### src/hw/rtl/uvs_delay.sv
`default_nettype none

module uvs_delay #(
    parameter int WIDTH = 8,
    parameter int DEPTH = 4
) (
    input  wire logic             clk,
    input  wire logic             rst_n,
    input  wire logic             en,
    input  wire logic [WIDTH-1:0] d,
    output logic      [WIDTH-1:0] q
);

    logic [WIDTH-1:0] line_reg [DEPTH];

    always_ff @(posedge clk or negedge rst_n)
    begin
        if (!rst_n)
        begin
            for (int i = 0; i < DEPTH; i++)
            begin
                line_reg[i] <= '0;
            end
        end
        else if (en)
        begin
            line_reg[0] <= d;
            for (int i = 1; i < DEPTH; i++)
            begin
                line_reg[i] <= line_reg[i-1];
            end
        end
    end

    assign q = line_reg[DEPTH-1];

endmodule

`default_nettype wire

### config.mk
export PLATFORM = sky130hd
export DESIGN_NAME = uvs_delay
export DESIGN_NICKNAME = d
export VERILOG_FILES = /design/src/hw/rtl/uvs_delay.sv
export SDC_FILE = /design/constraint.sdc
export NUM_CORES = 1
export LEC_CHECK = 0
export BUFFER_PORTS_ARGS = -buffer_cell sky130_fd_sc_hd__buf_2
export CAP_MARGIN = 20
export CORE_MARGIN = 2
export CORE_UTILIZATION = 25
export DETAILED_ROUTE_END_ITERATION = 7
export GPL_TIMING_DRIVEN = 0
export SKIP_CTS_REPAIR_TIMING = 1
export SLEW_MARGIN = 20
export SYNTH_ARGS = -nofsm -noshare
export SYNTH_HDL_FRONTEND = slang
export SYNTH_SLANG_ARGS = --single-unit
### constraint.sdc
create_clock -name clk -period 1.04 [get_ports clk]
set_input_delay 0.104 -clock clk [delete_from_list [all_inputs] [get_ports clk]]
set_output_delay 0.104 -clock clk [all_outputs]
set_load 0.05 [all_outputs]
# --- After elaboration in Yosys (flattened, before gate mapping) ---
# Index checks and enable logic that the tools add are counted.
op_classes:
  add_sub_neg: 0
  n_mul: 0
  div_mod_pow: 0
  n_lt_le_gt_ge: 0
  eq_ne: 0
  n_shift: 0
  mux: 0
  bitwise_logic: 0
  reduce_logical: 0
totals:
  regBits: 32
  latchBits: 0
  ram_bits: 0
  romBits: 0
  input_bits: 11
  memories: 0

# --- Logic depth before layout (Yosys ltp) ---
depth:
  depth_word: 0
  ltp_mapped: 3

# --- Worst setup path before layout ---
# Ideal clock, no wire load.
synth_timing:
  kind: "input to register"
  startpoint: "input port en"
  endpoint: "register line_reg[10] (netlist bit)"
  setup_ns: 0.125
  t_arrival_ns: 0.646
  slack_ns: 0.269
  path_stages: 3
  n_path_buf: 2
  path_cell_list: "buf_6 -> buf_12 -> mux2_4"
synth_lines:
  columns: ["element", "line_no", "rtl"]
  rows:
  - ["start, declared", "9", "input wire logic en,"]
  - ["end signal, assigned by index", "30", "line_reg[i] <= line_reg[i-1];"]
  - ["end, declared", "14", "logic [WIDTH-1:0] line_reg [DEPTH];"]
# No word-level cell between the ends.

# --- Worst setup path in the final report ---
layout_timing:
  startpoint: "register line_reg (netlist bit q[1])"
  endpoint: "output port q[1]"
layout_lines:
  columns: ["element", "line_no", "rtl"]
  rows:
  - ["end, declared", "11", "output logic [WIDTH-1:0] q"]
# No word-level cell between the ends.

==> reports/metrics.yaml <==
synth:
  muxShareOfSynthArea_pct: 33.66
  syn-num-nets: 87
  synth_cells: 76
  ys_ff_latch: 32
  synth_edf_count: 0
  yosysSeqAreaShare_pct: 56.99
  post-synth-top-count-cell: "dfrtp_1"
  synth_common_cells: "32 x dfrtp_1, 30 x mux2_4, 8 x buf_4"
  synth_top_cell_by_area: "dfrtp_1"
  syn_area_um2: 1405
  synth.distinct_cells: 6
  ys_async_sr_fraction_pct: 100.0
  syn_area_per_cell_um2: 18.49
  synth_fa_ha_area_share_pct: 0
  synth_top_family_by_area: "multiplexers"
  yosys.area.top_type_share_pct: 56.99
  yosysWarningCount: 0
  ys_top_cells_by_area: "dfrtp_1 57%, mux2_4 32%, buf_12 4.3%, buf_4 4.3%, mux2_2 1.6%"
  synth-main-ff-cell: "dfrtp_1"
  synthSimpleGateAreaFrac_pct: 0
  synth_compound_area_share_pct: 0
  yosys.area_share.xor_xnor_pct: 0
setup_path:
  path_class: "reg2out"
  startpoint_type: "flip-flop"
  cpPeakStageDelay_ps: 410
  crit_slowest_cell: "dfrtp_1"
  crit_path_cell_trace: "buf_8"
  endpoint_kind: "output port"
  critPathRequiredTime_ps: 940
  path_max_fanout: 2
  path_buf_inv: 1
  cp_data_arrival_time_ps: 850
  rr_worst_depth: 2
  worst-path-stages: 1
  cp_top_family: "flip-flops"
power:
  total_power_mw: 3.667
  swShare_pct: 28.84
  power.switching_mw: 1.057
  p_leak_nw: 0.8530
  p_seq_share_pct: 44.0
  pwr-share-clk_pct: 26.7
  internal_power_mw: 2.610
  max-vdd-ir-drop_v: 0.0008302
  combPwrFrac_pct: 29.3
  power_per_cell_area_nw_per_um2: 2080
worst_hold_path:
  min_path_cells: 2
  hp-class: "in2reg"
routing:
  drc: 0
  ant_nets: 0
  wirelength_mm: 2.293
  drt-initial-drc-count: 21
  num_vias: 655
  wire_per_inst_um: 13.18
  first_pass_iters: 2
  via_per_inst: 3.764
grt:
  grt_pass1_wl_mm: 3.795
  antenna_found_initial: 0
  overflow: 0
  grt_pass1_vias: 755
  grt_max_degree: 33
  grt_usage_pct: 8.291
clock_tree:
  clkLatencyLatePin_ps: 280
  cts_buffers: 5
  cts_tree: "built"
  h-tree-depth: 2
  cts.sinks: 32
  clock-root-buffer: "clkbuf_8"
  clockBufferDepth: 2
  cts.clk_slew.worst_paths_ps: 70
die:
  die_w_um: 78.97
  fp.dieH_um: 78.97
  dieArea_um2: 6236
  row_count: 27
  io_pins: 19
  coreArea_um2: 5473
  floorplan.initialDensity_pct: 25.67
placed_design:
  placed_cells: 165
  hpwl_mm: 1.432
  placed_cell_area_um2: 1580
  gp_congestion: 0.6777
  io_buffers: 17
sta:
  tightestPinTransition_ps: 709.7
  slew_violations: 0
  hold_violations: 0
  slew_headroom_pct: 52.69
  min_period_ps: 957.9
  tns_ps: 0
  fin_crit_sh_pct: 92.10
  fmax_mhz: 1044
  fin_skew_ps: 3.934
  rsz0062_at_grt: "no"
  finalSetupViolations: 0
finish:
  design_area_um2: 1763
  area.growth.synth_to_final_pct: 25.47
  antenna_cells: 0
  nNetsFinal: 112
  finalNonFillerCells: 174
  fin_util_pct: 32.21
  layout-drive-gt1-share_pct: 67.65
  largest_register_ffs: 24
run_status:
  status: "completed"
job:
  drv_cap: 0
==> stage by stage <==
stage / hold WS (ps) / setup slack, ps
2_1_floorplan: -191.6 / 268.8
3_3_place_gp: 167.4 / 229.7
3_5_place_dp: 192.7 / 223.4
4_1_cts: -120.1 / -75.48
5_1_grt: 36.44 / 27.30
6_report: 49.79 / 82.13
==> cell families after synthesis <==
group                  Yosys count
buffers and inverters           12
DFF                             32
muxes                           32
==> cell type report <==
class | instances | area (µm²)
buffer | 4 | 71.32
timing repair buffer | 26 | 235.2
multi-input combinational | 32 | 473.0
tap | 72 | 90.09
sequential | 32 | 800.8
fill | 548 | 3710
clock inverter | 2 | 10.01
clock buffer | 6 | 82.58
==> final timing paths <==
| check | from | to | slack, ps |
|---|---|---|---|
| worst max-delay path | q[1] | q[1] | 80 |
| worst min-delay path | d[2] | line_reg[26] | 50 |
| worst max register to register | q[1] | q[1] | 120 |
| worst min register to register | line_reg[27] | line_reg[19] | 510 |
| max in group asynchronous | rst_n | line_reg[29] | 180 |
| min in group asynchronous | rst_n | line_reg[13] | 400 |
==> layer usage <==
layer  share of wire [%]  track usage [%]  vias to the layer above  wire (µm)
li1                    -                -                      300          -
met1                  47            10.09                      333       1069
met2                  45            12.54                       16       1042
met3                 5.3            3.182                        6        122
met4                 2.5            4.655                        0         58
met5                   0                0                        -          0
==> cell usage in the layout (no fill, tap or decap) <==
| cell | netlist | routed |
|---|---|---|
| buf_12 | 3 | 3 |
| buf_4 | 8 | 8 |
| clkinv_2 | 0 | 2 |
| clkbuf_8 | 0 | 6 |
| mux2_4 | 30 | 30 |
| buf_6 | 1 | 1 |
| dfrtp_1 | 32 | 32 |
| buf_2 | 0 | 9 |
| mux2_2 | 2 | 2 |
| buf_8 | 0 | 8 |
| dlygate4sd3_1 | 0 | 1 |
==> power groups by stage <==
stage	Combinational (mW)	Clock (mW)	Sequential, mW
2_1_floorplan	0.778	0	1.57
3_3_place_gp	0.908	0	1.59
3_5_place_dp	0.919	0	1.61
4_1_cts	0.923	1.01	1.59
5_1_grt	1.13	1.06	1.65
6_report	1.08	0.978	1.61
(Power assumes the default switching activity.)
