<file path="src/hw/rtl/uvs_div_cell.sv">
`default_nettype none

module uvs_div_cell #(
    parameter int DW = 8,
    parameter int QW = 8
) (
    input  wire logic             clk,
    input  wire logic             en,
    input  wire logic [DW+QW-1:0] w_in,
    input  wire logic [DW-1:0]    den_in,
    output logic      [DW+QW-1:0] w_out,
    output logic      [DW-1:0]    den_out
);

    logic [DW:0]       trial;
    logic              fits;
    logic [DW:0]       diff;
    logic [DW-1:0]     rem_next;
    logic [DW+QW-1:0]  w_reg;
    logic [DW-1:0]     den_reg;

    always_comb
    begin
        trial = {w_in[DW+QW-1:QW], w_in[QW-1]};
        fits = (trial >= {1'b0, den_in});
        diff = trial - {1'b0, den_in};
        rem_next = fits ? diff[DW-1:0] : trial[DW-1:0];
    end

    always_ff @(posedge clk)
    begin
        if (en)
        begin
            w_reg <= {rem_next, w_in[QW-2:0], fits};
            den_reg <= den_in;
        end
    end

    assign w_out = w_reg;
    assign den_out = den_reg;

endmodule

`default_nettype wire

</file>
<file path="src/hw/rtl/uvs_divider.sv">
`default_nettype none

module uvs_divider #(
    parameter int DW = 8,
    parameter int QW = 8
) (
    input  wire logic             clk,
    input  wire logic             en,
    input  wire logic [DW+QW-1:0] num,
    input  wire logic [DW-1:0]    den,
    output logic      [QW-1:0]    quot,
    output logic      [DW-1:0]    rem
);

    logic [DW+QW-1:0] w_chain [QW+1];
    logic [DW-1:0]    d_chain [QW+1];

    assign w_chain[0] = num;
    assign d_chain[0] = den;

    for (genvar k = 0; k < QW; k++)
    begin : g_cell
        uvs_div_cell #(
            .DW(DW),
            .QW(QW)
        ) u_cell (
            .clk    (clk),
            .en     (en),
            .w_in   (w_chain[k]),
            .den_in (d_chain[k]),
            .w_out  (w_chain[k+1]),
            .den_out(d_chain[k+1])
        );
    end

    assign quot = w_chain[QW][QW-1:0];
    assign rem = w_chain[QW][DW+QW-1:QW];

endmodule

`default_nettype wire

</file>
<file path="config.mk">
export PLATFORM = sky130hd
export DESIGN_NAME = uvs_divider
export DESIGN_NICKNAME = d
export VERILOG_FILES = /design/src/hw/rtl/uvs_div_cell.sv /design/src/hw/rtl/uvs_divider.sv
export SDC_FILE = /design/constraint.sdc
export NUM_CORES = 1
export LEC_CHECK = 0
export ABC_CLOCK_PERIOD_IN_PS = 3000
export BUFFER_PORTS_ARGS = -buffer_cell sky130_fd_sc_hd__buf_2
export CELL_PAD_IN_SITES_DETAIL_PLACEMENT = 1
export CELL_PAD_IN_SITES_GLOBAL_PLACEMENT = 1
export CORE_MARGIN = 5
export CORE_UTILIZATION = 25
export CTS_CLUSTER_SIZE = 25
export DETAILED_ROUTE_END_ITERATION = 7
export PLACE_DENSITY = 0.55
export SYNTH_ARGS = -nofsm -noshare
export SYNTH_HDL_FRONTEND = slang
export SYNTH_HIERARCHICAL = 1
export SYNTH_SLANG_ARGS = --single-unit
</file>
<file path="constraint.sdc">
create_clock -name clk -period 3 [get_ports clk]
set_clock_uncertainty 0.05 [all_clocks]
set_input_delay 0.15 -clock clk [delete_from_list [all_inputs] [get_ports clk]]
set_output_delay 0.15 -clock clk [all_outputs]
set_load 0.1 [all_outputs]
</file>
# Word level (Yosys, flattened, before mapping)
# Cells that the tools add are included.
dict set report classes {
  order_cmp 8
  add_sub_neg 8
  mux 8
}
# operator n
set ops {}
lappend ops {{$ge A9 B8 Y1} 8}
lappend ops {{$mux W8} 8}
lappend ops {{$sub A8 B8 Y8} 8}
dict set report word_totals {
  inputBits 26
  ff_bits 184
  word_cells 39
  out_inout_bits 16
}

# Depth between registers and ports, before layout
dict set report logic_depth {
  word_depth 2
  ltp_mapped 9
  depth_no_buf 8
}

# By module
# Netlist, hierarchy kept.
# module n_inst area_each_um2 cells_each seq_area_each_um2
set modules_own_cells {}
lappend modules_own_cells {{uvs_div_cell at g_cell[1].u_cell ...} 6 1241.2 93 720.7}
lappend modules_own_cells {{uvs_div_cell at g_cell[0].u_cell ...} 2 1260.0 90 720.7}

# Worst setup path after synthesis
# No wires, ideal clock.
dict set report synth_timing {
  kind {register to register}
  startpoint {register g_cell[3].u_cell.w_reg[13]}
  endpoint {register g_cell[4].u_cell.w_reg[10] (data pin)}
  setup_time_ns 0.260
  arrival_ns 1.898
  path_slack_ns 0.792
  stages_incl_launch_ff 7
  n_path_buf 1
  t_required_ns 2.690
  path_cell_list {edfxtp_1 ha_1 a21o_1 a2111oi_2 o21a_1 buf_6 mux2_4}
}
dict set report synth_between {
  elab_chain_cells 2
}
# element line
set synth_rtl {}
lappend synth_rtl {{from (decl)} uvs_div_cell.sv:19} ;# logic [DW+QW-1:0] w_reg;
lappend synth_rtl {{from (signal assigned)} uvs_div_cell.sv:34} ;# w_reg <= {rem_next, w_in[QW-2:0], fits};
lappend synth_rtl {{$ge A9 B8 Y1} uvs_div_cell.sv:25} ;# fits = (trial >= {1'b0, den_in});
lappend synth_rtl {{$mux W8} uvs_div_cell.sv:27} ;# rem_next = fits ? diff[DW-1:0] : trial[DW-1:0];
lappend synth_rtl {{via g_cell[4].u_cell.rem_next[2]} uvs_div_cell.sv:18} ;# logic [DW-1:0] rem_next;
lappend synth_rtl {{to (signal assigned)} uvs_div_cell.sv:34}
lappend synth_rtl {{to (decl)} uvs_div_cell.sv:19}
# The timed path passes the listed nets, and every way through them passes these cells.
# A chain may end at the register's enable or synchronous reset.

# Final worst setup path
dict set report layout_timing {
  startpoint {register g_cell[3].u_cell.w_reg[13]}
  endpoint {register g_cell[4].u_cell.w_reg[11] (data pin)}
}
# Same word-level chain as after synthesis.

==> out/results.ini <==
[outcome]
status=complete, no violations

[cts]
cts-root-buf=clkbuf_16
cts.repair.resized=0
cts_made_buffers=17
cts.clk_slew.worst_paths_ps=70
cts_tree=yes
cts_max_path_buffers=2
h-tree-depth=4
clock_latency_ps=430
cts_sinks=184

[worst_setup_path]
critPathKind=register to register
cp_top_family=compound AO/OA/AOI/OAI gates
cp_max_fo=9
critPathBufInv=0
r2r_end=g_cell[4].u_cell/w_out[11]$_DFFE_PP_
cp-start-kind=register
worst_r2r_startpoint=g_cell[3].u_cell/w_out[13]$_DFFE_PP_
crit_slowest_cell=o21a_1
crit_chain=ha_1 -> a21o_1 -> a2111oi_2 -> o21a_1 -> mux2_4
r2r_cells=5
crit_path_end_kind=register
worst_path_largest_cell_delay_ps=510
worstPathRequired_ps=3130
critPathArrivalTime_ps=2690
ff2ff_setup_slack_ps=450

[floorplanning]
die_area_um2=43000
dieWidth_um=207
die_h_um=207
ioPinCount=42
initial_core_util_pct=25.2
rows=72
core-area_um2=38600

[drt]
via_per_inst=4.29
drt-pass1-iter-count=4
drt-total-wl_um=18000
vias=5705
drt_iter0_drc=97
route.detailed.drc=0
avgRoutedWirePerCell_um=13.5
ant_nets=0

[sta]
post-route-min-period_ps=2550
final-max-slew-violation-count=0
tns_ps=0
hold_violations=0
grt_setup_unrepaired=no
fmax_ghz=0.392
setup_viol_count_final=0
relSlewSlack_pct=60.8
worst_pin_slew_ps=588
fin_ws_ps=446
post-route-period-util_pct=85.1

[finish]
fin_nets=897
n_antenna_cell=0
drive_gt1_share_pct=18.3
area_delta_synth_final_pct=16.9

[hold_path]
hold_path_depth=3
hp-start=num[7]
hold_end=g_cell[0].u_cell/w_out[8]$_DFFE_PP_
min_path_type=input port to register

[power]
pwr-share-seq_pct=37.2
vdd_drop_max_mv=0.375
power.leakage_nw=4.42
power_frac_clock_pct=24.5
switching_share_pct=34.6
p_per_area_nw_per_um2=883
switching_power_mw=3.47
internal_power_mw=6.57
combPwrFrac_pct=38.3

[synth]
syn_nets=828
synth_area_um2=9730
syn_area_per_cell_um2=13.3
synth_cells=730
yosys_warnings=6

[place]
port_buffers=41
dpl.hpwl_um=13200
place_congestion=0.773
pre_cts_ws_ps=428

[global_routing]
grt_max_degree=69
grt_overflow=0
grt_use_total_pct=8.51
antenna_found_initial=0
grt_pass1_wl_um=30100
grt_pass1_vias=6190

[flow_run]
maxCapViolations=0

[worst max path at each step]
| stage | startpoint | slack (ps) | depth (start not counted) | to |
|---|---|---|---|---|
| 3_5_place_dp | g_cell[3].u_cell/w_out[13]$_DFFE_PP_ | 430 | 5 | g_cell[4].u_cell/w_out[10]$_DFFE_PP_ |
| 5_1_grt | g_cell[3].u_cell/w_out[13]$_DFFE_PP_ | 290 | 5 | g_cell[4].u_cell/w_out[11]$_DFFE_PP_ |
| 3_3_place_gp | g_cell[3].u_cell/w_out[13]$_DFFE_PP_ | 480 | 5 | g_cell[4].u_cell/w_out[14]$_DFFE_PP_ |
| 2_1_floorplan | g_cell[3].u_cell/w_out[13]$_DFFE_PP_ | 790 | 6 | g_cell[4].u_cell/w_out[10]$_DFFE_PP_ |
| 4_1_cts | g_cell[3].u_cell/w_out[13]$_DFFE_PP_ | 420 | 5 | g_cell[4].u_cell/w_out[10]$_DFFE_PP_ |
| 6_report | g_cell[3].u_cell/w_out[13]$_DFFE_PP_ | 450 | 5 | g_cell[4].u_cell/w_out[11]$_DFFE_PP_ |
[worst register-to-register path: stages (launching register included)]
cell and delay [ps]:
edfxtp_1 390, ha_1 390, a21o_1 240, a2111oi_2 380, o21a_1 510, mux2_4 340
[per-layer routing]
layer / track usage, % / part of all wire, %
met2: 16.7 / 56
met4: 2.87 / 1.4
met3: 1.96 / 2.5
met5: 0 / 0
met1: 8.82 / 40
[power by group through the flow]
stage	sequential (mW)	clock (mW)	combinational (mW)
4_1_cts	3.74	2.57	3.90
3_3_place_gp	3.79	0	3.77
2_1_floorplan	4.18	0	2.71
5_1_grt	3.79	2.66	4.22
6_report	3.73	2.46	3.84
3_5_place_dp	3.80	0	3.85
[state kept, by name, indices dropped and copies added (netlist names)]
register,flops
g_cell.u_cell/w_out,128
g_cell.u_cell/den_out,56
[layout by cell type (no fill, tap or decap), drive strengths merged, types with 10 or more instances in the layout]
master / count
nand3: 16
edfxtp: 184
dlygate4sd3: 21
o21a: 10
a21o: 24
buf: 44
clkbuf: 18
inv: 109
mux2: 42
ha: 64
a21oi: 34
nand2: 20
a211oi: 10
nor2: 20
xnor2: 18
nor3: 24
o21ai: 34
mux2i: 16
[final cells by class]
type	instances	area (um^2)
clock inverter	15	211
clock buffer	17	425
tap	518	648
inverter	102	383
sequential	184	5530
fill	4234	27200
timing repair buffer	66	467
multi-input combinational	428	3710
[through the flow]
stage	hold WS, ps	utilization [%]	instance area, um^2	cells	power, mW
3_3_place_gp	280	27.3	10500	1277	7.56
2_1_floorplan	199	-	9730	730	6.89
3_5_place_dp	279	27.3	10500	1277	7.65
4_1_cts	47.4	29.5	11400	1330	10.2
6_report	84.9	29.5	11400	1330	10.0
5_1_grt	75.4	29.5	11400	1330	10.7
[timing repair]
item	4_1_cts	5_1_grt
setup buffers	0	0
hold endpoints to repair	21	0
hold buffers	21	0
(Power assumes the default switching activity.)
