===== src/hw/rtl/uvs_pkg.sv =====
`default_nettype none

package uvs_pkg;

    localparam int ELEM_W = 17;
    localparam int FIELD_W = 16;
    localparam int ANG_W = 32;
    localparam int CORD_W = 32;
    localparam int ATAN_DEPTH = 24;

    localparam logic CMD_VERTEX = 1'b0;

    localparam logic REG_SLICES = 1'b0;
    localparam logic REG_STACKS = 1'b1;

    localparam logic [2:0] KIND_BAD  = 3'd0;
    localparam logic [2:0] KIND_TOP  = 3'd1;
    localparam logic [2:0] KIND_BOT  = 3'd2;
    localparam logic [2:0] KIND_VERT = 3'd3;
    localparam logic [2:0] KIND_CAP  = 3'd4;
    localparam logic [2:0] KIND_BODY = 3'd5;

    localparam logic [FIELD_W-1:0] POS_ONE = 16'h4000;
    localparam logic [FIELD_W-1:0] POS_MINUS_ONE = 16'hC000;
    localparam logic [FIELD_W-1:0] TEX_ONE = 16'h8000;

    localparam logic signed [CORD_W-1:0] CORDIC_X0 = 32'sd652032874;
    localparam logic [ANG_W-1:0] EIGHTH_TURN = 32'h2000_0000;
    localparam logic signed [63:0] ROUND_46 = 64'sh0000_2000_0000_0000;
    localparam logic signed [63:0] ROUND_16 = 64'sh0000_0000_0000_8000;

    localparam logic [ANG_W-1:0] ATAN_TURNS [ATAN_DEPTH] = '{
        32'h20000000, 32'h12E4051D, 32'h09FB385B, 32'h051111D4, 32'h028B0D43, 32'h0145D7E1,
        32'h00A2F61E, 32'h00517C55, 32'h0028BE53, 32'h00145F2E, 32'h000A2F98, 32'h000517CC,
        32'h00028BE6, 32'h000145F3, 32'h0000A2F9, 32'h0000517C, 32'h000028BE, 32'h0000145F,
        32'h00000A2F, 32'h00000517, 32'h0000028B, 32'h00000145, 32'h000000A2, 32'h00000051};

    typedef struct packed {
        logic               valid;
        logic [2:0]         kind;
        logic               odd;
        logic [ELEM_W-1:0]  dividend;
        logic [FIELD_W-1:0] a;
        logic [FIELD_W-1:0] b;
        logic [FIELD_W-1:0] c;
    } pre_t;

    typedef struct packed {
        logic               valid;
        logic [2:0]         kind;
        logic [FIELD_W-1:0] a;
        logic [FIELD_W-1:0] b;
        logic [FIELD_W-1:0] c;
    } post_t;

    typedef struct packed {
        post_t              post;
        logic [FIELD_W-1:0] tex_u;
        logic [FIELD_W-1:0] tex_v;
    } late_t;

    function automatic logic [FIELD_W-1:0] sat_q14(input logic signed [63:0] v);
        logic [FIELD_W-1:0] res;
        if (v > 64'sd16384)
        begin
            res = POS_ONE;
        end
        else if (v < -64'sd16384)
        begin
            res = POS_MINUS_ONE;
        end
        else
        begin
            res = v[FIELD_W-1:0];
        end
        return res;
    endfunction

endpackage

`default_nettype wire


===== src/hw/rtl/uvs_cordic_cell.sv =====
`default_nettype none

module uvs_cordic_cell #(
    parameter int K = 0
) (
    input  wire logic                               clk,
    input  wire logic                               en,
    input  wire logic signed [uvs_pkg::CORD_W-1:0]  x_in,
    input  wire logic signed [uvs_pkg::CORD_W-1:0]  y_in,
    input  wire logic signed [uvs_pkg::CORD_W-1:0]  z_in,
    input  wire logic        [1:0]                  quad_in,
    output logic signed      [uvs_pkg::CORD_W-1:0]  x_out,
    output logic signed      [uvs_pkg::CORD_W-1:0]  y_out,
    output logic signed      [uvs_pkg::CORD_W-1:0]  z_out,
    output logic             [1:0]                  quad_out
);

    logic signed [uvs_pkg::CORD_W-1:0] dx;
    logic signed [uvs_pkg::CORD_W-1:0] dy;
    logic signed [uvs_pkg::CORD_W-1:0] step;
    logic signed [uvs_pkg::CORD_W-1:0] x_next;
    logic signed [uvs_pkg::CORD_W-1:0] y_next;
    logic signed [uvs_pkg::CORD_W-1:0] z_next;
    logic signed [uvs_pkg::CORD_W-1:0] x_reg;
    logic signed [uvs_pkg::CORD_W-1:0] y_reg;
    logic signed [uvs_pkg::CORD_W-1:0] z_reg;
    logic        [1:0]                 quad_reg;

    always_comb
    begin
        dx = y_in >>> K;
        dy = x_in >>> K;
        step = signed'(uvs_pkg::ATAN_TURNS[K]);
        if (!z_in[uvs_pkg::CORD_W-1])
        begin
            x_next = x_in - dx;
            y_next = y_in + dy;
            z_next = z_in - step;
        end
        else
        begin
            x_next = x_in + dx;
            y_next = y_in - dy;
            z_next = z_in + step;
        end
    end

    always_ff @(posedge clk)
    begin
        if (en)
        begin
            x_reg <= x_next;
            y_reg <= y_next;
            z_reg <= z_next;
            quad_reg <= quad_in;
        end
    end

    assign x_out = x_reg;
    assign y_out = y_reg;
    assign z_out = z_reg;
    assign quad_out = quad_reg;

endmodule

`default_nettype wire


===== src/hw/rtl/uvs_cordic.sv =====
`default_nettype none

module uvs_cordic #(
    parameter int STEPS = 16
) (
    input  wire logic                              clk,
    input  wire logic                              en,
    input  wire logic        [uvs_pkg::ANG_W-1:0]  angle,
    output logic signed      [uvs_pkg::CORD_W-1:0] cos_out,
    output logic signed      [uvs_pkg::CORD_W-1:0] sin_out
);

    logic        [uvs_pkg::ANG_W-1:0]  shifted;
    logic signed [uvs_pkg::CORD_W-1:0] x_chain [STEPS+1];
    logic signed [uvs_pkg::CORD_W-1:0] y_chain [STEPS+1];
    logic signed [uvs_pkg::CORD_W-1:0] z_chain [STEPS+1];
    logic        [1:0]                 q_chain [STEPS+1];
    logic signed [uvs_pkg::CORD_W-1:0] z_reg;
    logic        [1:0]                 quad_reg;
    logic signed [uvs_pkg::CORD_W-1:0] xf;
    logic signed [uvs_pkg::CORD_W-1:0] yf;

    assign shifted = angle + uvs_pkg::EIGHTH_TURN;

    always_ff @(posedge clk)
    begin
        if (en)
        begin
            quad_reg <= shifted[31:30];
            z_reg <= signed'({2'b00, shifted[29:0]}) - signed'(uvs_pkg::EIGHTH_TURN);
        end
    end

    assign x_chain[0] = uvs_pkg::CORDIC_X0;
    assign y_chain[0] = '0;
    assign z_chain[0] = z_reg;
    assign q_chain[0] = quad_reg;

    for (genvar k = 0; k < STEPS; k++)
    begin : g_step
        uvs_cordic_cell #(
            .K(k)
        ) u_cell (
            .clk     (clk),
            .en      (en),
            .x_in    (x_chain[k]),
            .y_in    (y_chain[k]),
            .z_in    (z_chain[k]),
            .quad_in (q_chain[k]),
            .x_out   (x_chain[k+1]),
            .y_out   (y_chain[k+1]),
            .z_out   (z_chain[k+1]),
            .quad_out(q_chain[k+1])
        );
    end

    assign xf = x_chain[STEPS];
    assign yf = y_chain[STEPS];

    always_comb
    begin
        case (q_chain[STEPS])
            2'd0:
            begin
                cos_out = xf;
                sin_out = yf;
            end
            2'd1:
            begin
                cos_out = -yf;
                sin_out = xf;
            end
            2'd2:
            begin
                cos_out = -xf;
                sin_out = -yf;
            end
            default:
            begin
                cos_out = yf;
                sin_out = -xf;
            end
        endcase
    end

endmodule

`default_nettype wire


===== config.mk =====
export PLATFORM = sky130hd
export DESIGN_NAME = uvs_cordic
export DESIGN_NICKNAME = d
export VERILOG_FILES = /design/src/hw/rtl/uvs_pkg.sv /design/src/hw/rtl/uvs_cordic_cell.sv /design/src/hw/rtl/uvs_cordic.sv
export SDC_FILE = /design/constraint.sdc
export NUM_CORES = 2
export LEC_CHECK = 0
export ABC_CLOCK_PERIOD_IN_PS = 4920
export BUFFER_PORTS_ARGS = -buffer_cell sky130_fd_sc_hd__buf_2
export CAP_MARGIN = 20
export CORE_AREA = 2 2 458 460
export CTS_BUF_LIST = sky130_fd_sc_hd__clkbuf_4
export DETAILED_ROUTE_END_ITERATION = 6
export DIE_AREA = 0 0 460 462
export PLACE_DENSITY = 0.87
export SYNTH_ARGS = -nofsm -noshare
export SYNTH_HDL_FRONTEND = slang
export SYNTH_SLANG_ARGS = --single-unit

===== constraint.sdc =====
create_clock -name clk -period 4.92 [get_ports clk]
set_input_delay 0.738 -clock clk [delete_from_list [all_inputs] [get_ports clk]]
set_output_delay 0.738 -clock clk [all_outputs]
set_load 0.03 [all_outputs]

Word level (Yosys, flattened, before mapping)
Index checks and enable logic that the tools add are counted.
- flip-flop bits (word level): 1538
- word-level logic and storage cells: 209
- bits of input ports: 34
- output and inout bits: 64
- $add $sub $neg: 94
- reductions and logical operators: 1
- mux-type cells: 48
- eq/ne operators: 2
- operators with widths (operator ; number):
    2-to-1 mux 32 bit ; 46
    one-hot mux 32 bit (3 select lines) ; 2
    adder 32 x 30 -> 32 bit (second input constant) ; 3
    adder 32 x 17 -> 32 bit ; 2
    adder 32 x 18 -> 32 bit ; 2
    adder 32 x 19 -> 32 bit ; 2
    adder 32 x 20 -> 32 bit ; 2
    adder 32 x 21 -> 32 bit ; 2
    adder 32 x 22 -> 32 bit ; 2
    adder 32 x 23 -> 32 bit ; 2
    adder 32 x 24 -> 32 bit ; 2
    adder 32 x 25 -> 32 bit ; 2
    adder 32 x 26 -> 32 bit ; 2
    adder 32 x 27 -> 32 bit ; 2
    adder 32 x 28 -> 32 bit ; 2
    adder 32 x 29 -> 32 bit ; 2
    adder 32 x 30 -> 32 bit ; 2
    negator 32 bit ; 2
    subtractor 32 x 17 -> 32 bit ; 2
    subtractor 32 x 18 -> 32 bit ; 2
    subtractor 32 x 19 -> 32 bit ; 2
    subtractor 32 x 20 -> 32 bit ; 2
    subtractor 32 x 21 -> 32 bit ; 2
    subtractor 32 x 22 -> 32 bit ; 2
    other kinds (43) ; 52

Depth between registers and ports, before layout
- depth after elaboration: 2
- depth in mapped cells: 23
- gate-level depth less buffers: 22

By module
Synthesis repeated with hierarchy kept, for this count alone.
- cells, all modules: 15647
- area total of the unflattened synthesis: 146701.9 µm²
- modules (own cells, without submodules) (module ; times used ; area an instance (µm²) ; cells an instance):
    uvs_cordic_cell at g_step[2].u_cell ; 1 ; 9251.4 ; 1015
    uvs_cordic_cell at g_step[7].u_cell ; 1 ; 9057.4 ; 964
    uvs_cordic_cell at g_step[8].u_cell ; 1 ; 9023.7 ; 963
    uvs_cordic_cell at g_step[3].u_cell ; 1 ; 8989.9 ; 963
    uvs_cordic_cell at g_step[4].u_cell ; 1 ; 8941.1 ; 978
    uvs_cordic_cell at g_step[12].u_cell ; 1 ; 8939.8 ; 943
    uvs_cordic_cell at g_step[9].u_cell ; 1 ; 8926.1 ; 947
    uvs_cordic_cell at g_step[1].u_cell ; 1 ; 8922.3 ; 942
    uvs_cordic_cell at g_step[15].u_cell ; 1 ; 8896.0 ; 930
    uvs_cordic_cell at g_step[11].u_cell ; 1 ; 8878.5 ; 927
    uvs_cordic_cell at g_step[5].u_cell ; 1 ; 8811.0 ; 922
    uvs_cordic_cell at g_step[13].u_cell ; 1 ; 8750.9 ; 932
    uvs_cordic_cell at g_step[10].u_cell ; 1 ; 8729.6 ; 913
    uvs_cordic_cell at g_step[6].u_cell ; 1 ; 8660.8 ; 894
    +3 rows ; - ; - ; -

Worst setup path after synthesis
No wires, ideal clock.
- path type: reg2reg
- start: reg g_step[10].u_cell.x_reg, in the netlist g_step[10].u_cell.x_out[12]
- end: reg g_step[11].u_cell.y_reg, in the netlist g_step[11].u_cell.y_out[31] (data pin)
- clock period less this slack: 4688 ps
- setup slack: 232 ps
- data required time: 4660 ps
- library setup time: 260 ps
- buffers on the path: 2
- stages on the path, launching flop included: 23
- arrival: 4428 ps
- cell sequence: edfxtp_1 inv_1 ha_1 nor2b_1 nand2_1 nor2_1 nand2_1 or3_1 clkbuf_1 nor2_1 nor2_1 xnor2_1 ha_1 clkbuf_1 nand4_1 or4_1 a2111oi_0 o2111ai_1 a31oi_1 a31oi_1 o21ai_0 a21oi_1 xnor2_1
- cells in the longest elaborated chain, start to end: 2
- ends and longest elaborated chain (what ; line ; RTL):
    start, declared ; uvs_cordic_cell.sv:24 ; logic signed [uvs_pkg::CORD_W-1:0] x_reg;
    start signal, assigned ; uvs_cordic_cell.sv:52 ; x_reg <= x_next;
    adder 32 x 21 -> 32 bit / subtractor 32 x 21 -> 32 bit (equally long branches) ; uvs_cordic_cell.sv:37, uvs_cordic_cell.sv:43 ;
    2-to-1 mux 32 bit * ; uvs_cordic_cell.sv:34 ; if (!z_in[uvs_pkg::CORD_W-1])
    via g_step[11].u_cell.y_next (one bit) ; uvs_cordic_cell.sv:22 ; logic signed [uvs_pkg::CORD_W-1:0] y_next;
    end signal, assigned ; uvs_cordic_cell.sv:53 ; y_reg <= y_next;
    end, declared ; uvs_cordic_cell.sv:25 ; logic signed [uvs_pkg::CORD_W-1:0] y_reg;
Mark *: on every way through the listed nets, which the timed path passes. The rest lies on a longest branch.
A chain may end at the register's enable or synchronous reset.

Final worst setup path
- start: reg g_step[15].u_cell.x_reg, in the netlist g_step[15].u_cell.x_out[3]
- end: out cos_out[29] in the netlist's numbering
- cells in the longest elaborated chain, start to end: 2
- ends and longest elaborated chain (what ; line ; RTL):
    start, declared ; uvs_cordic_cell.sv:24 ;
    start signal, assigned ; uvs_cordic_cell.sv:52 ;
    negator 32 bit ; uvs_cordic.sv:75 ; cos_out = -xf;
    one-hot mux 32 bit (3 select lines) ; uvs_cordic.sv:62 ; case (q_chain[STEPS])
    end, declared ; uvs_cordic.sv:9 ; output logic signed [uvs_pkg::CORD_W-1:0] cos_out,
No other way between the ends.

==> key figures <==
Outcome
  • Status: complete, but fails checks
  • Failing checks: setup timing

Timing
  • Max-slew violation count: 0
  • Final setup violation count: 28
  • Max_slew headroom: 0.315
  • RSZ-0062 raised after global routing: true
  • Setup Skew: 0.120 ns
  • Worst hold slack: 0.374 ns
  • Final TNS setup: -11.94 ns
  • Period Utilization, post-route: 1.14
  • Max Freq: 0.178 GHz
  • Worst-margin pin slew: 1.03 ns
  • Hold Vio Cnt, Final: 0
  • Setup ws final: -0.713 ns
  • Fin crit period: 5.63 ns

Logic synthesis
  • Seq cells post-synth: 1,446
  • Area fraction in compound gates after synthesis: 0.198
  • Post-Synth XOR/XNOR Area: 0.129
  • Syn avg cell area: 9.59 um2
  • Most used DFF post-synth: edfxtp_1
  • EDFF count, synth: 1,446
  • Post-synth cell types: 90
  • Post-synthesis simple-gate area fraction: 0.132
  • YS warnings: 0
  • Syn nets: 14,200
  • Synth Instances: 12,700
  • Async SR Flop Fraction: 0
  • Largest family of logic cells by synthesized area: compound AO/OA/AOI/OAI gates
  • Post-Syn Area: 0.122 mm2
  • Post-synthesis mux area share: 0.00961
  • Post-Synth Adder-Cell Area: 0.152
  • Seq/Total Area, Yosys: 0.357

Global routing
  • Met3 usage: 0.0434
  • Vias in the first global route: 94,900
  • Initial antenna violation count: 2
  • Grt ovf: 0
  • Met2 GRT Util: 0.471
  • First-pass GRT wire length: 480,000 um
  • GRT Total Usage: 0.273
  • Top Usage Layer GRT: met2
  • Routing usage on met1: 0.331
  • Largest net degree at the start of global routing: 191

Placed design
  • IO buf count: 97
  • GPL Wtd Cong: 0.977
  • Detailed Place HPWL: 227,000 um

Layout
  • Fin nets: 14,800
  • Proportion of layout cells with a drive suffix above 1: 0.0913
  • Commonest cells after routing, fill and taps aside: 1,446 x edfxtp_1, 1,407 x ha_1, 1,363 x a21oi_1
  • Number of flip-flops in the largest register: 480
  • Multi-input gate area: 0.0763 mm2
  • FF/Latch Area: 0.0434 mm2
  • Commonest non-fill, non-tap cell in the layout: edfxtp_1
  • Fill count: 16,000
  • Area delta synth->final: 9.64%

Setup path
  • Worst Reg-to-Reg Cells: 17
  • CP Launch Type: flop
  • CP Capture Type: primary output
  • RR Startpoint: g_step[4].u_cell.y_out[10]$_DFFE_PP_
  • Required @ worst endpoint: 4.18 ns
  • Crit Path Max Fanout: 5
  • Setup CP Type: reg -> out
  • Critical path arrival: 4.89 ns
  • Crit path from: g_step[15].u_cell.x_out[3]$_DFFE_PP_

Clock tree
  • CTS tree: done
  • Clock sink total: 1,446
  • Clock insertion delay at the later pin of the skew report: 1.44 ns
  • Longest Clk Path Bufs: 4
  • CTS H-tree depth: 5
  • Total CTS buffers: 395
  • CTS Root Cell: clkbuf_4
  • Reg clk slew, reported paths: 0.07 ns

Floorplan
  • Die span in y: 462 um
  • Core Rows: 168
  • Placeable Area: 0.208 mm2
  • Number of I/O pins: 98
  • Die width: 460 um
  • Initial Util: 0.585
  • Die area: 0.213 mm2

Route
  • WL per Instance: 18.4 um
  • Mean number of vias per cell: 6.12
  • Final wirelength: 300,000 um
  • DRC Markers: 0
  • Drt first pass iters: 7
  • DRT antenna net count: 0
  • DR iter-0 viols: 8,813
  • Via count: 99,800

Worst hold path
  • Hold depth: 0
  • Hold Startpoint: g_step[13].u_cell.quad_out[0]$_DFFE_PP_
  • Worst hold path class: reg -> reg

Job
  • Max Cap Viol: 0
[cells by family after synthesis]
group	after synthesis
flops	1446
other cells	1
mux	108
fa+ha+maj	1451
simple gates	3324
compound gates	3814
buf+inv	746
xor+xnor	1791
[per-layer routing]
metal,vias to the layer above,part of all wire
met1,46600,0.40
met4,0,0.050
met3,833,0.066
met2,3707,0.48
li1,48600,-
met5,-,0
[repair_timing]
item | CTS | global route
resized for setup | 52 | 184
endpoints found under the hold margin | 184 | 0
hold buffers | 64 | 0
pin swaps | 11 | 15
buffers inserted | 14 | 25
endpoints found under the setup margin | 36 | 141
[metrics by stage]
stage / cell area (um2) / worst slack (ns) / std cells / util
4_1_cts: 132000 / -0.768 / 16300 / 0.636
2_1_floorplan: 122000 / 0.232 / 12700 / -
6_report: 133000 / -0.713 / 16300 / 0.641
3_5_place_dp: 127000 / -0.0603 / 15500 / 0.609
5_1_grt: 133000 / -0.848 / 16300 / 0.641
3_3_place_gp: 127000 / 0.0313 / 15500 / 0.609
[final timing paths]
path	endpoint	slack (ns)
setup / recovery	cos_out[29]	-0.71
hold / removal	g_step[14].u_cell.quad_out[0]$_DFFE_PP_	0.37
setup reg to reg	g_step[5].u_cell.x_out[31]$_DFFE_PP_	0.20
hold reg to reg	g_step[14].u_cell.quad_out[0]$_DFFE_PP_	0.37
[synthesized netlist by cell type, drive strengths merged, types with 172 or more instances]
cell	instances	area [um2]
a21o	606	4550
clkbuf	187	703
o21a	172	1290
nand3	231	1160
inv	521	1960
xnor2	1160	10200
a21oi	1372	6870
xor2	631	5530
ha	1409	17600
nand2b	189	1190
nand2	636	2390
nor3	320	1600
o21ai	642	3210
edfxtp	1446	43400
nor2	1125	4220
[final cells by class]
| type | count | area share |
|---|---|---|
| antenna | 3 | 0.0000563 |
| clock buffer | 516 | 0.0290 |
| clock inverter | 156 | 0.00616 |
| inverter | 523 | 0.0147 |
| multi-input combinational | 10500 | 0.572 |
| sequential | 1446 | 0.326 |
| tap | 2720 | 0.0255 |
| timing repair buffer | 448 | 0.0269 |
[critical path: stages (launching register included)]
cell      delay (ns)
edfxtp_1        0.48
or4_4           0.45
or4_4           0.45
or2_4           0.25
nand2b_4        0.16
or4_4           0.47
or3_4           0.39
o31ai_4         0.20
xnor2_1         0.18
nor2_1          0.08
a21oi_1         0.17
buf_4           0.19
Power is not shown: default switching activity piles up to over one toggle a cycle in this logic, so the estimate is an artifact.
